[config.mk]
export PLATFORM = sky130hd
export DESIGN_NAME = ntl_queue
export DESIGN_NICKNAME = d
export VERILOG_FILES = /design/src/rtl/core/assert_macros.svh /design/src/rtl/core/ntl_pkg.sv /design/src/rtl/core/ntl_queue.sv
export SDC_FILE = /design/constraint.sdc
export NUM_CORES = 1
export LEC_CHECK = 0
export BUFFER_PORTS_ARGS = -buffer_cell sky130_fd_sc_hd__buf_2
export CAP_MARGIN = 40
export CORE_MARGIN = 2
export CORE_UTILIZATION = 40
export CTS_CLUSTER_DIAMETER = 200
export DETAILED_ROUTE_END_ITERATION = 6
export MAX_ROUTING_LAYER = met4
export PLACE_DENSITY = 0.66
export SLEW_MARGIN = 20
export SYNTH_ARGS = -nofsm -noshare
export SYNTH_HDL_FRONTEND = slang
export SYNTH_SLANG_ARGS = --single-unit
[constraint.sdc]
create_clock -name clk -period 10.4 [get_ports clk]
set_input_delay 2.08 -clock clk [delete_from_list [all_inputs] [get_ports clk]]
set_output_delay 2.08 -clock clk [all_outputs]
set_load 0.005 [all_outputs]
[src/rtl/core/assert_macros.svh]
// Assertion macros shared by the RTL.
`ifndef ASSERT_MACROS_SVH
`define ASSERT_MACROS_SVH
`ifndef ASSERT_OFF
`define ASSERT_IMPL(lbl, ck, rs, a, c) \
  lbl: assert property (@(posedge ck) disable iff (rs) (a) |-> (c)) \
    else $error("same-cycle check failed");
`define ASSERT_NEXT(lbl, ck, rs, a, c) \
  lbl: assert property (@(posedge ck) disable iff (rs) (a) |=> (c)) \
    else $error("next-cycle check failed");
`else
`define ASSERT_IMPL(lbl, ck, rs, a, c)
`define ASSERT_NEXT(lbl, ck, rs, a, c)
`endif
`endif

[src/rtl/core/ntl_pkg.sv]
// Shared types, constants and helpers of the neighbor table.
package ntl_pkg;

  localparam int ENTRIES_DEF      = 16;
  localparam int KEY_BITS_DEF     = 64;
  localparam int PAYLOAD_BITS_DEF = 32;

  typedef enum logic [1:0] {
    REQ_SEEN   = 2'd0,
    REQ_LOOKUP = 2'd1,
    REQ_COUNT  = 2'd2,
    REQ_SNAP   = 2'd3
  } req_kind_t;

  typedef struct packed {
    req_kind_t   kind;
    logic [31:0] now;
    logic        hashed;
    logic [63:0] key;
    logic [31:0] pay;
    logic [31:0] max_age;
    logic [6:0]  max_n;
  } req_t;

  function automatic logic older(input logic [31:0] a, input logic [31:0] b);
    logic [31:0] d;
    d = a - b;
    return d[31];
  endfunction

endpackage

[src/rtl/core/ntl_queue.sv]
// Two-entry request queue between front and back.
module ntl_queue
  import ntl_pkg::*;
(
  input  logic clk,
  input  logic rst,
  input  logic push,
  input  req_t push_data,
  output logic full,
  output logic pop_vld,
  input  logic pop,
  output req_t pop_data
);

  req_t       slots [2];
  logic       wp;
  logic       rp;
  logic [1:0] cnt;

  assign full     = (cnt == 2'd2);
  assign pop_vld  = (cnt != 2'd0);
  assign pop_data = slots[rp];

  always_ff @(posedge clk) begin
    if (push) begin
      slots[wp] <= push_data;
    end
  end

  always_ff @(posedge clk) begin
    if (rst) begin
      wp  <= 1'b0;
      rp  <= 1'b0;
      cnt <= 2'd0;
    end else begin
      if (push) wp <= ~wp;
      if (pop)  rp <= ~rp;
      cnt <= cnt + {1'b0, push} - {1'b0, pop};
    end
  end

endmodule

==> impl_metrics.toml <==
[status]
status = "finished clean"

[synth]
synth_cells = 550
ys_seq_area_share_pct = 80.0
syn_nets = 726
mappedNetlistArea_um2 = 12900
ys_types = 14
synth.avg_cell_area_um2 = 23.4
yosys_register_bits = 345
yosys_warnings = 0

[timing]
finalMaxSlewViolations = 0
period_share_pct = 47.8
worst_pin_slew_ns = 1.25
min_period_ns = 4.97
fmax_mhz = 201
rsz0062_at_grt = "no"
setup_viol = 0
timing.hold.ws_ns = 0.514
setup_tns_ns = 0
relSlewSlack_pct = 16.7
fin_skew_ns = 0.00454
post-route-worst-setup-slack_ns = 5.43
hold_viol = 0

[power_and_ir_drop]
leakage_nw = 6.34
p_total_w = 0.00325
p_per_area_nw_per_um2 = 199
ir_drop_mv = 0.139

[grt]
antenna_found_initial = 7
track_usage_pct = 15.1
grt_max_degree = 171
grt_overflow = 0
grt_pass1_vias = 6583
grt_pass1_wl_um = 37500

[die]
die-area_um2 = 33700
core_area_um2 = 31600
start_util_pct = 40.7
pin_count = 346
num_rows = 65
die_width_um = 184
die_h_um = 184

[final_layout]
layout.nets = 1102
area_growth_syn_to_layout_pct = 26.8
fin_util_pct = 51.7
layout-drive-gt1-share_pct = 60.9

[setup_path]
rr_worst_depth = 3
ff2ff_setup_slack_ns = 8.25
setup.worst_path.class = "flop to output port"
worstPathMaxFanout = 37
critical_path.startpoint_type = "flop"
path_cells = "buf_4, buf_16, buf_4, mux2_2, buf_2"
cp_slowest_cell = "buf_4"
cp_data_arrival_time_ns = 2.89
crit_path_end_kind = "output port"
max_stage_delay_ns = 0.58
required_ns = 8.32
crit_top_cell = "buf_4"
reg2reg_to = "slots[1][55]$_DFFE_PP_"
reg2reg_from = "wp$_SDFFE_PP0P_"

[placement]
gp_congestion = 0.733
io_buffers = 345
pre_cts_ws_ns = 5.91
dp_hpwl_um = 16900

[route]
drtPass1Iterations = 6
routed_wl_um = 25500
ant_nets = 0
via_count = 6428
via_per_inst = 4.71
wl_per_cell_um = 18.7
drc_errors = 0
initialDrtViolationCount = 396

[cts]
htreeDepth = 2
post_cts.repair.setup_buffers = 0
max-clock-path-buffers = 3
cts_tree = "done"
cts_resized = 0
clock_sinks = 345
cts_inserted_buffers = 38
clk_latency_ns = 0.50
cts-root-buf = "clkbuf_16"
ctsHoldBuffers = 0
path_clk_slew_ns = 0.06

[worst_hold_path]
min_path_type = "flop to flop"
worstHoldPathCells = 2
hold_start = "rp$_SDFFE_PP0P_"
hold_end = "rp$_SDFFE_PP0P_"

[run]
drv_cap = 0
-- cell usage in the layout, fill, tap and decap left out, types with 2 or more instances in the layout --
cell	count
buf_16	4
ha_1	2
xnor2_1	2
clkbuf_1	8
buf_2	345
diode_2	9
clkbuf_16	41
mux2_4	100
bufinv_16	2
inv_1	2
nor2b_1	2
nor2_1	4
edfxtp_1	340
buf_4	5
mux2_2	70
clkinv_1	8
clkinv_2	7
dfxtp_1	4
-- synth_stat cells --
master      n  area (um2)
edfxtp_1  340       10200
ha_1        2        25.0
nor2_1      4        15.0
buf_2       7        35.0
buf_6      12         135
nor2b_1     3        18.8
or2_2       1        6.26
xnor2_1     2        17.5
and2_1      1        6.26
dfxtp_1     5         100
mux2_2     70         788
mux2_4    100        1500
xnor3_1     1        22.5
inv_1       2        7.51
-- kinds of logic (layout without fill, tap and decap cells) --
logic type	Yosys count	after routing	share of synthesized area (%)
flops	345	345	80.0
mux	170	170	17.8
buf+inv	21	424	1.38
simple gates	9	9	0.359
xor+xnor	3	3	0.311
fa+ha+maj	2	2	0.194
other cells	0	9	0
-- registers in the layout (all words and copies together) (netlist names), named ones only --
name   count
slots    340
cnt        2
wp         1
rp         1
-- worst max-delay path by stage --
stage	end	slack, ns
4_1_cts	pop_data[24]	5.36
6_report	pop_data[24]	5.43
3_5_place_dp	pop_data[24]	5.91
2_1_floorplan	slots[0][0]$_DFFE_PP_	0.26
5_1_grt	pop_data[24]	5.23
3_3_place_gp	pop_data[24]	5.77
-- cell type report --
class	instances	area (um2)
multi-input cells	184	2410
inverters	2	7.51
well taps	402	503
repair buffers	355	1890
clock buffers	49	1060
diodes	9	22.5
flip-flops and latches	345	10300
clock inverters	18	134
fillers	2602	15300
-- layer usage --
metal / track usage (%) / vias to the layer above / routed length (um)
li1: - / 2964 / -
met1: 17.3 / 3134 / 9920
met2: 24.5 / 282 / 12400
met3: 5.61 / 48 / 2640
met4: 5.15 / 0 / 548
met5: - / - / 0
-- power breakdown --
group          leakage (nW)  switching (W)  internal, W
Combinational          2.52       0.000155     0.000184
Clock                 0.587       0.000502     0.000763
Sequential             3.23      0.0000234      0.00163
Total                  6.34       0.000680      0.00257
-- through the flow --
step           instances  instance area (um2)
6_report            1364                16300
5_1_grt             1362                16300
4_1_cts             1353                16300
3_5_place_dp        1286                15100
3_3_place_gp        1284                15000
2_1_floorplan        550                12900
-- critical path: cells and delay by family, from the launching register on --
kind	cells	cell delay (ns)
buf+inv	4	1.40
flops	1	0.52
mux	1	0.41
No activity file was read; power rests on OpenSTA's default activity.
