[src/rtl/core/assert_macros.svh]
// Assertion macros shared by the RTL.
`ifndef ASSERT_MACROS_SVH
`define ASSERT_MACROS_SVH
`ifndef ASSERT_OFF
`define ASSERT_IMPL(lbl, ck, rs, a, c) \
  lbl: assert property (@(posedge ck) disable iff (rs) (a) |-> (c)) \
    else $error("same-cycle check failed");
`define ASSERT_NEXT(lbl, ck, rs, a, c) \
  lbl: assert property (@(posedge ck) disable iff (rs) (a) |=> (c)) \
    else $error("next-cycle check failed");
`else
`define ASSERT_IMPL(lbl, ck, rs, a, c)
`define ASSERT_NEXT(lbl, ck, rs, a, c)
`endif
`endif

[src/rtl/core/ntl_pkg.sv]
// Shared types, constants and helpers of the neighbor table.
package ntl_pkg;

  localparam int ENTRIES_DEF      = 16;
  localparam int KEY_BITS_DEF     = 64;
  localparam int PAYLOAD_BITS_DEF = 32;

  typedef enum logic [1:0] {
    REQ_SEEN   = 2'd0,
    REQ_LOOKUP = 2'd1,
    REQ_COUNT  = 2'd2,
    REQ_SNAP   = 2'd3
  } req_kind_t;

  typedef struct packed {
    req_kind_t   kind;
    logic [31:0] now;
    logic        hashed;
    logic [63:0] key;
    logic [31:0] pay;
    logic [31:0] max_age;
    logic [6:0]  max_n;
  } req_t;

  function automatic logic older(input logic [31:0] a, input logic [31:0] b);
    logic [31:0] d;
    d = a - b;
    return d[31];
  endfunction

endpackage

[src/rtl/core/ntl_back.sv]
// Back end: table storage, scans, insertion sort and result register.
`include "assert_macros.svh"
module ntl_back
  import ntl_pkg::*;
#(
  parameter int ENTRIES      = ENTRIES_DEF,
  parameter int KEY_BITS     = KEY_BITS_DEF,
  parameter int PAYLOAD_BITS = PAYLOAD_BITS_DEF
) (
  input  logic        clk,
  input  logic        rst,
  input  logic        q_vld,
  output logic        q_pop,
  input  req_t        q_data,
  output logic        out_valid,
  input  logic        out_stall,
  output logic        found,
  output logic        is_hash,
  output logic [63:0] entry_key,
  output logic [31:0] entry_payload,
  output logic [31:0] entry_time,
  output logic [31:0] entry_count,
  output logic [6:0]  live_total,
  output logic        last
);

  localparam int IW = (ENTRIES > 1) ? $clog2(ENTRIES) : 1;
  localparam int CW = $clog2(ENTRIES + 1);
  localparam int PW = (PAYLOAD_BITS < 32) ? PAYLOAD_BITS : 32;
  localparam logic [IW-1:0] LAST_SLOT = IW'(ENTRIES - 1);

  typedef struct packed {
    logic                h;
    logic [KEY_BITS-1:0] key;
    logic [PW-1:0]       pay;
    logic [31:0]         tm;
    logic [31:0]         cnt;
  } rec_t;

  typedef struct packed {
    logic [IW-1:0] idx;
    logic [31:0]   tm;
  } sent_t;

  typedef enum logic [3:0] {
    S_IDLE, S_SCAN, S_FIN, S_DONE, S_SEEN_WR, S_OUT,
    S_SN_SCAN, S_SN_TM, S_SN_INS, S_SN_CMP,
    S_EM_RD, S_EM_WAIT, S_EM_TBL
  } st_t;

  st_t           st;
  req_t          cur;
  logic [ENTRIES-1:0] vld;
  logic [IW-1:0] s;
  logic          p_vld;
  logic [IW-1:0] p_idx;
  logic          hit;
  logic [IW-1:0] hit_idx;
  rec_t          hit_rec;
  logic          free_ok;
  logic [IW-1:0] free_idx;
  logic [IW-1:0] old_idx;
  logic [31:0]   old_tm;
  logic [IW-1:0] wsel;
  logic [CW-1:0] live;
  logic [CW-1:0] k;
  logic [CW-1:0] j;
  logic [CW-1:0] jm1;
  logic [CW-1:0] i;
  sent_t         t;

  rec_t          tbl [ENTRIES];
  rec_t          tbl_q;
  logic          tbl_re;
  logic [IW-1:0] tbl_ra;
  logic          tbl_we;
  rec_t          wrec;

  sent_t         srt [ENTRIES];
  sent_t         srt_q;
  logic          srt_re;
  logic [IW-1:0] srt_ra;
  logic          srt_we;
  logic [IW-1:0] srt_wa;
  sent_t         srt_wd;

  logic          ofree;
  logic          emit_now;
  logic [31:0]   age;
  logic          take;

  assign ofree    = !out_valid || !out_stall;
  assign emit_now = ofree && (st == S_OUT || (st == S_EM_RD && k == '0) || st == S_EM_TBL);
  assign q_pop    = (st == S_IDLE) && q_vld;
  assign jm1      = j - CW'(1);
  assign age      = cur.now - tbl_q.tm;
  assign take     = vld[s] && (7'(k) < cur.max_n);

  always_comb begin
    wrec.h   = cur.hashed;
    wrec.key = cur.key[KEY_BITS-1:0];
    wrec.pay = cur.pay[PW-1:0];
    wrec.tm  = cur.now;
    wrec.cnt = (hit ? hit_rec.cnt : 32'd0) + 32'd1;
  end

  always_comb begin
    tbl_re = 1'b0;
    tbl_ra = s;
    tbl_we = (st == S_SEEN_WR);
    srt_re = 1'b0;
    srt_ra = jm1[IW-1:0];
    srt_we = 1'b0;
    srt_wa = j[IW-1:0];
    srt_wd = t;
    unique case (st)
      S_SCAN:    tbl_re = 1'b1;
      S_SN_SCAN: tbl_re = take;
      S_EM_WAIT: begin
        tbl_re = 1'b1;
        tbl_ra = srt_q.idx;
      end
      S_SN_INS: begin
        srt_re = (j != '0);
        srt_we = (j == '0);
      end
      S_SN_CMP: begin
        srt_we = 1'b1;
        if (older(srt_q.tm, t.tm)) srt_wd = srt_q;
      end
      S_EM_RD: begin
        srt_re = 1'b1;
        srt_ra = i[IW-1:0];
      end
      default: ;
    endcase
  end

  always_ff @(posedge clk) begin
    if (tbl_we) tbl[wsel] <= wrec;
    if (tbl_re) tbl_q <= tbl[tbl_ra];
  end

  always_ff @(posedge clk) begin
    if (srt_we) srt[srt_wa] <= srt_wd;
    if (srt_re) srt_q <= srt[srt_ra];
  end

  always_ff @(posedge clk) begin
    if (rst) begin
      st        <= S_IDLE;
      vld       <= '0;
      p_vld     <= 1'b0;
      k         <= '0;
      out_valid <= 1'b0;
    end else begin
      if (emit_now) out_valid <= 1'b1;
      else if (!out_stall) out_valid <= 1'b0;

      if (p_vld) begin
        if (vld[p_idx] && !hit && tbl_q.h == cur.hashed &&
            tbl_q.key == cur.key[KEY_BITS-1:0]) begin
          hit     <= 1'b1;
          hit_idx <= p_idx;
          hit_rec <= tbl_q;
        end
        if (!vld[p_idx] && !free_ok) begin
          free_ok  <= 1'b1;
          free_idx <= p_idx;
        end
        if (p_idx == '0 || older(tbl_q.tm, old_tm)) begin
          old_idx <= p_idx;
          old_tm  <= tbl_q.tm;
        end
        if (vld[p_idx] && age <= cur.max_age) live <= live + CW'(1);
      end

      unique case (st)
        S_IDLE: begin
          if (q_vld) begin
            cur     <= q_data;
            hit     <= 1'b0;
            free_ok <= 1'b0;
            live    <= '0;
            k       <= '0;
            s       <= '0;
            p_vld   <= 1'b0;
            st      <= (q_data.kind == REQ_SNAP) ? S_SN_SCAN : S_SCAN;
          end
        end
        S_SCAN: begin
          p_vld <= 1'b1;
          p_idx <= s;
          if (s == LAST_SLOT) st <= S_FIN;
          else s <= s + IW'(1);
        end
        S_FIN: begin
          p_vld <= 1'b0;
          st    <= S_DONE;
        end
        S_DONE: begin
          wsel <= hit ? hit_idx : (free_ok ? free_idx : old_idx);
          st   <= (cur.kind == REQ_SEEN) ? S_SEEN_WR : S_OUT;
        end
        S_SEEN_WR: begin
          vld[wsel] <= 1'b1;
          hit_rec   <= wrec;
          st        <= S_OUT;
        end
        S_OUT: begin
          if (ofree) begin
            last       <= 1'b1;
            found      <= hit && (cur.kind != REQ_COUNT);
            live_total <= (cur.kind == REQ_COUNT) ? 7'(live) : '0;
            if (cur.kind != REQ_COUNT && (hit || cur.kind == REQ_SEEN)) begin
              is_hash       <= hit_rec.h;
              entry_key     <= 64'(hit_rec.key);
              entry_payload <= 32'(hit_rec.pay);
              entry_time    <= hit_rec.tm;
              entry_count   <= hit_rec.cnt;
            end else begin
              is_hash       <= 1'b0;
              entry_key     <= '0;
              entry_payload <= '0;
              entry_time    <= '0;
              entry_count   <= '0;
            end
            st <= S_IDLE;
          end
        end
        S_SN_SCAN: begin
          if (take) begin
            st <= S_SN_TM;
          end else if (s == LAST_SLOT) begin
            i  <= '0;
            st <= S_EM_RD;
          end else begin
            s <= s + IW'(1);
          end
        end
        S_SN_TM: begin
          t  <= '{idx: s, tm: tbl_q.tm};
          j  <= k;
          st <= S_SN_INS;
        end
        S_SN_INS: begin
          if (j == '0) begin
            k <= k + CW'(1);
            if (s == LAST_SLOT) begin
              i  <= '0;
              st <= S_EM_RD;
            end else begin
              s  <= s + IW'(1);
              st <= S_SN_SCAN;
            end
          end else begin
            st <= S_SN_CMP;
          end
        end
        S_SN_CMP: begin
          if (older(srt_q.tm, t.tm)) begin
            j  <= jm1;
            st <= S_SN_INS;
          end else begin
            k <= k + CW'(1);
            if (s == LAST_SLOT) begin
              i  <= '0;
              st <= S_EM_RD;
            end else begin
              s  <= s + IW'(1);
              st <= S_SN_SCAN;
            end
          end
        end
        S_EM_RD: begin
          if (k == '0) begin
            if (ofree) begin
              found         <= 1'b0;
              is_hash       <= 1'b0;
              entry_key     <= '0;
              entry_payload <= '0;
              entry_time    <= '0;
              entry_count   <= '0;
              live_total    <= '0;
              last          <= 1'b1;
              st            <= S_IDLE;
            end
          end else begin
            st <= S_EM_WAIT;
          end
        end
        S_EM_WAIT: st <= S_EM_TBL;
        S_EM_TBL: begin
          if (ofree) begin
            found         <= 1'b1;
            is_hash       <= tbl_q.h;
            entry_key     <= 64'(tbl_q.key);
            entry_payload <= 32'(tbl_q.pay);
            entry_time    <= tbl_q.tm;
            entry_count   <= tbl_q.cnt;
            live_total    <= '0;
            last          <= (CW'(i + CW'(1)) == k);
            if (CW'(i + CW'(1)) == k) begin
              st <= S_IDLE;
            end else begin
              i  <= i + CW'(1);
              st <= S_EM_RD;
            end
          end
        end
        default: st <= S_IDLE;
      endcase
    end
  end

  `ASSERT_IMPL(a_k_range, clk, rst, 1'b1, k <= CW'(ENTRIES))
  `ASSERT_IMPL(a_j_range, clk, rst, st == S_SN_CMP, (j != '0) && (j <= k))
  `ASSERT_IMPL(a_free_slot, clk, rst, st == S_SEEN_WR && !hit && free_ok, !vld[wsel])
  `ASSERT_NEXT(a_slot_live, clk, rst, st == S_SEEN_WR, vld != '0)

endmodule

[config.mk]
export PLATFORM = sky130hd
export DESIGN_NAME = ntl_back
export DESIGN_NICKNAME = d
export VERILOG_FILES = /design/src/rtl/core/ntl_pkg.sv /design/src/rtl/core/ntl_back.sv
export VERILOG_INCLUDE_DIRS = /design/src /design/src/rtl/core
export SDC_FILE = /design/constraint.sdc
export NUM_CORES = 2
export LEC_CHECK = 0
export BUFFER_PORTS_ARGS = -buffer_cell sky130_fd_sc_hd__buf_2
export CAP_MARGIN = 20
export CORE_UTILIZATION = 53
export DETAILED_ROUTE_END_ITERATION = 8
export MAX_ROUTING_LAYER = met4
export PLACE_DENSITY = 0.78
export SETUP_SLACK_MARGIN = 0.05
export SYNTH_ARGS = -nofsm -noshare
export SYNTH_HDL_FRONTEND = slang
export SYNTH_SLANG_ARGS = --single-unit
export TNS_END_PERCENT = 100
[constraint.sdc]
create_clock -name clk -period 15.2 [get_ports clk]
set_clock_uncertainty 0.15 [all_clocks]
set_input_delay 0.76 -clock clk [delete_from_list [all_inputs] [get_ports clk]]
set_output_delay 0.76 -clock clk [all_outputs]
set_load 0.01 [all_outputs]
==> results.cfg <==
[run_status]
failed_checks = antenna violations
outcome = complete, but fails checks

[logic_synthesis]
syn-mean-instance-area_um2 = 19.2
number_of_cells_produced_by_synthesis = 8125
mappedNetlistArea_mm2 = 0.156
synth_area_leader_cell = sky130_fd_sc_hd__edfxtp_1
synth-warning-count = 0
most_instantiated_flip_flop_cell_in_the_synthesis_netlist = sky130_fd_sc_hd__edfxtp_1
synth.lib_cells_used.distinct = 70
async_reset_ff_share_pct = 0
seq_area_frac_synth_pct = 76.7
fraction_of_synthesized_cell_area_taken_by_the_top_area_cell_type_pct = 76.3
synthesis.nets = 8438
number_of_synthesized_flops_with_an_enable_pin = 3959
synth.ff_latch_count = 3986
synth_top_cells_by_area = sky130_fd_sc_hd__edfxtp_1 76%, sky130_fd_sc_hd__mux4_2 11%, sky130_fd_sc_hd__nand2_1 2.3%

[critical_path]
setup.worst_path.class = flip-flop to flip-flop
setup.worst_path.start_class = flip-flop
critPathRequiredTime_ns = 15.65
r2r_setup_slack_ns = 9.04
cp_data_arrival_time_ns = 6.61
end_kind = flip-flop
cp_max_fo = 66

[drt]
wl_um = 401000
drt_iter0_drc = 11200
wl_per_cell_um = 30.8
number_of_optimization_iterations_in_the_first_detailed_route_pass = 6
drc = 0
routed_via_density = 6.44
ant_nets = 1
detailroute.via_count = 84000

[floorplanning]
fp.dieH_um = 544
number_of_rows_created_at_floorplan = 198
die-width_um = 544
io-pin-count = 346
die_area_mm2 = 0.296
core_mm2 = 0.292
floorplan.initialDensity_pct = 53.4

[clocking]
clk_root_buffer_cell = sky130_fd_sc_hd__clkbuf_16
ctsLongestPathBuffers = 4
worstSkewPairLatency_ns = 0.97
cts.reportedPaths.clkPinSlew_ns = 0.06
cts_resized = 0
clock_sink_count = 3986
htreeDepth = 5
cts_setup_buffers = 0
tritoncts_clock_tree = done
cts_buf_count = 388
cts_stage_hold_buffer_count = 167

[grt]
first_pass_grt_wire_length_um = 576000
grt.total_usage_pct = 27.8
overflow = 0
antenna_found_initial = 31
grt_pass1_vias = 84700
grt_max_degree = 177

[final_layout]
area.growth.synth_to_final_pct = 13.4
multiInputGateArea_mm2 = 0.0342
layout-drive-gt1-share_pct = 20.9
fillers = 19600
total_nets_final = 9108
seq_area_mm2 = 0.119
final_cell_area_mm2 = 0.177

[power_and_ir_drop]
static-leakage-power_nw = 58.0
p_per_area_mw_per_mm2 = 151
peak_supply_drop_mv = 0.115

[sta]
hold_viol = 0
setup_total_negative_slack_ns = 0
peak_freq_mhz = 162
final.min_clock_period_ns = 6.16
fin_worst_hold_slack_ns = 0.0476
setup-violations-final = 0
max-slew-margin-rel_pct = 18.4
tightest_slew_ns = 1.21
maxSlewViolCount = 0
grt_setup_unrepaired = false
post_route_fraction_of_the_period_consumed_by_the_critical_path_pct = 40.5

[job]
max_capacitance_violation_count = 0

[place]
detailedPlacementHpwl_um = 208000
buffer_ports.inserted = 345
dpl_cell_area_mm2 = 0.162
place.gp.congestion = 0.857

[worst_hold_path]
timing.hold.worst.class = input port to flip-flop
==> area by class of cell <==
class	count	area share, %
diodes	22	0.0312
clock buffers	470	5.74
clock inverters	232	1.30
inverters	167	0.355
multi-input cells	3557	19.4
flip-flops and latches	3986	67.6
well taps	3900	2.76
repair buffers	695	2.82
==> cell usage after synthesis, types with 72 or more instances <==
cell type / n
sky130_fd_sc_hd__a21oi_1: 119
sky130_fd_sc_hd__clkbuf_1: 233
sky130_fd_sc_hd__buf_2: 99
sky130_fd_sc_hd__o21ai_0: 161
sky130_fd_sc_hd__nand3_1: 72
sky130_fd_sc_hd__edfxtp_1: 3959
sky130_fd_sc_hd__nand2_1: 935
sky130_fd_sc_hd__mux4_2: 764
sky130_fd_sc_hd__nor2_1: 157
sky130_fd_sc_hd__a31oi_1: 169
sky130_fd_sc_hd__and2_1: 167
sky130_fd_sc_hd__a211oi_1: 212
sky130_fd_sc_hd__ha_1: 138
sky130_fd_sc_hd__inv_1: 165
sky130_fd_sc_hd__a22o_1: 125
==> cell families (layout without fill, tap and decap cells) <==
kind of cell | count (synthesis) | after routing | share of synthesized area [%]
flops | 3986 | 3986 | 76.7
other cells | 0 | 22 | 0
mux | 820 | 820 | 11.4
fa+ha+maj | 139 | 139 | 1.12
xor+xnor | 126 | 126 | 0.708
compound gates | 931 | 931 | 4.05
buf+inv | 582 | 1564 | 1.66
simple gates | 1541 | 1541 | 4.38
==> critical path, stage by stage (launching register included) <==
cell and delay (ns):
sky130_fd_sc_hd__dfxtp_1 0.70, sky130_fd_sc_hd__and2b_4 0.30, sky130_fd_sc_hd__nand3_4 0.23, sky130_fd_sc_hd__mux2i_4 0.64
sky130_fd_sc_hd__buf_4 0.81, sky130_fd_sc_hd__buf_4 0.87, sky130_fd_sc_hd__buf_4 0.94, sky130_fd_sc_hd__mux4_2 0.44
sky130_fd_sc_hd__and2_1 0.20, sky130_fd_sc_hd__a211oi_1 0.32, sky130_fd_sc_hd__a31oi_1 0.10
==> metal layers <==
| layer | track usage (%) | up-vias | routed length [um] |
|---|---|---|---|
| met3 | 4.99 | 976 | 46500 |
| li1 | - | 34000 | - |
| met4 | 12.2 | 0 | 18900 |
| met1 | 36.4 | 43000 | 144000 |
| met5 | - | - | 0 |
| met2 | 43.1 | 5995 | 193000 |
==> state kept, by name (all words and copies together) (netlist names), 5 cells and up <==
signal,flops
i,5
tbl_q,161
entry_payload,32
t,36
cur,170
vld,16
j,5
tbl,2576
entry_time,32
live,5
srt,576
srt_q,36
entry_count,32
old_tm,32
live_total,7
entry_key,64
k,5
hit_rec,161
==> per-stage QoR <==
stage	setup WS, ns	util (%)	total power, mW	instances
final	9.04	60.6	26.7	13000
after global routing	8.80	60.6	27.5	13000
after CTS	9.11	60.5	26.7	13000
after detailed placement	9.18	55.7	17.3	12100
after global placement	9.40	55.6	17.2	12100
after floorplan	0.890	-	16.1	8125
==> power by group <==
| part | switching, mW | internal [mW] | total [mW] |
|---|---|---|---|
| registers | 0.457 | 12.8 | 13.2 |
| logic | 2.41 | 1.55 | 3.96 |
| clock network | 4.13 | 5.35 | 9.49 |
==> cell usage in the layout, fill, tap and decap left out, types with 24 or more instances in the layout <==
| cell | instances |
|---|---|
| sky130_fd_sc_hd__buf_4 | 150 |
| sky130_fd_sc_hd__o21ai_0 | 155 |
| sky130_fd_sc_hd__mux4_2 | 764 |
| sky130_fd_sc_hd__nor2b_1 | 49 |
| sky130_fd_sc_hd__bufinv_16 | 34 |
| sky130_fd_sc_hd__inv_1 | 165 |
| sky130_fd_sc_hd__dlygate4sd3_1 | 167 |
| sky130_fd_sc_hd__mux2i_1 | 41 |
| sky130_fd_sc_hd__clkbuf_16 | 394 |
| sky130_fd_sc_hd__nand4_1 | 32 |
| sky130_fd_sc_hd__nor2_4 | 28 |
| sky130_fd_sc_hd__buf_2 | 356 |
| sky130_fd_sc_hd__ha_1 | 138 |
| sky130_fd_sc_hd__a22o_1 | 125 |
| sky130_fd_sc_hd__clkinv_2 | 65 |
| sky130_fd_sc_hd__and3_1 | 34 |
| sky130_fd_sc_hd__clkinv_1 | 90 |
| sky130_fd_sc_hd__a311oi_1 | 24 |
| sky130_fd_sc_hd__a21oi_1 | 118 |
| sky130_fd_sc_hd__and2_1 | 167 |
| sky130_fd_sc_hd__a31oi_1 | 169 |
| sky130_fd_sc_hd__nor2_1 | 129 |
| sky130_fd_sc_hd__nand3_1 | 71 |
| sky130_fd_sc_hd__a211oi_1 | 210 |
| sky130_fd_sc_hd__xnor2_1 | 69 |
| sky130_fd_sc_hd__nand2_1 | 934 |
| sky130_fd_sc_hd__o31ai_1 | 27 |
| sky130_fd_sc_hd__xor2_1 | 57 |
| sky130_fd_sc_hd__clkbuf_1 | 76 |
| sky130_fd_sc_hd__edfxtp_1 | 3959 |
| sky130_fd_sc_hd__dfxtp_1 | 27 |
| sky130_fd_sc_hd__a21o_1 | 28 |
==> final timing paths <==
check             cells after the start         to   startpoint
setup / recovery                     10  tbl_q[17]        st[3]
hold / removal                        1   cur[139]  q_data[139]
setup reg to reg                     10  tbl_q[17]        st[3]
hold reg to reg                       2     vld[1]       vld[1]
(Power assumes the default switching activity.)
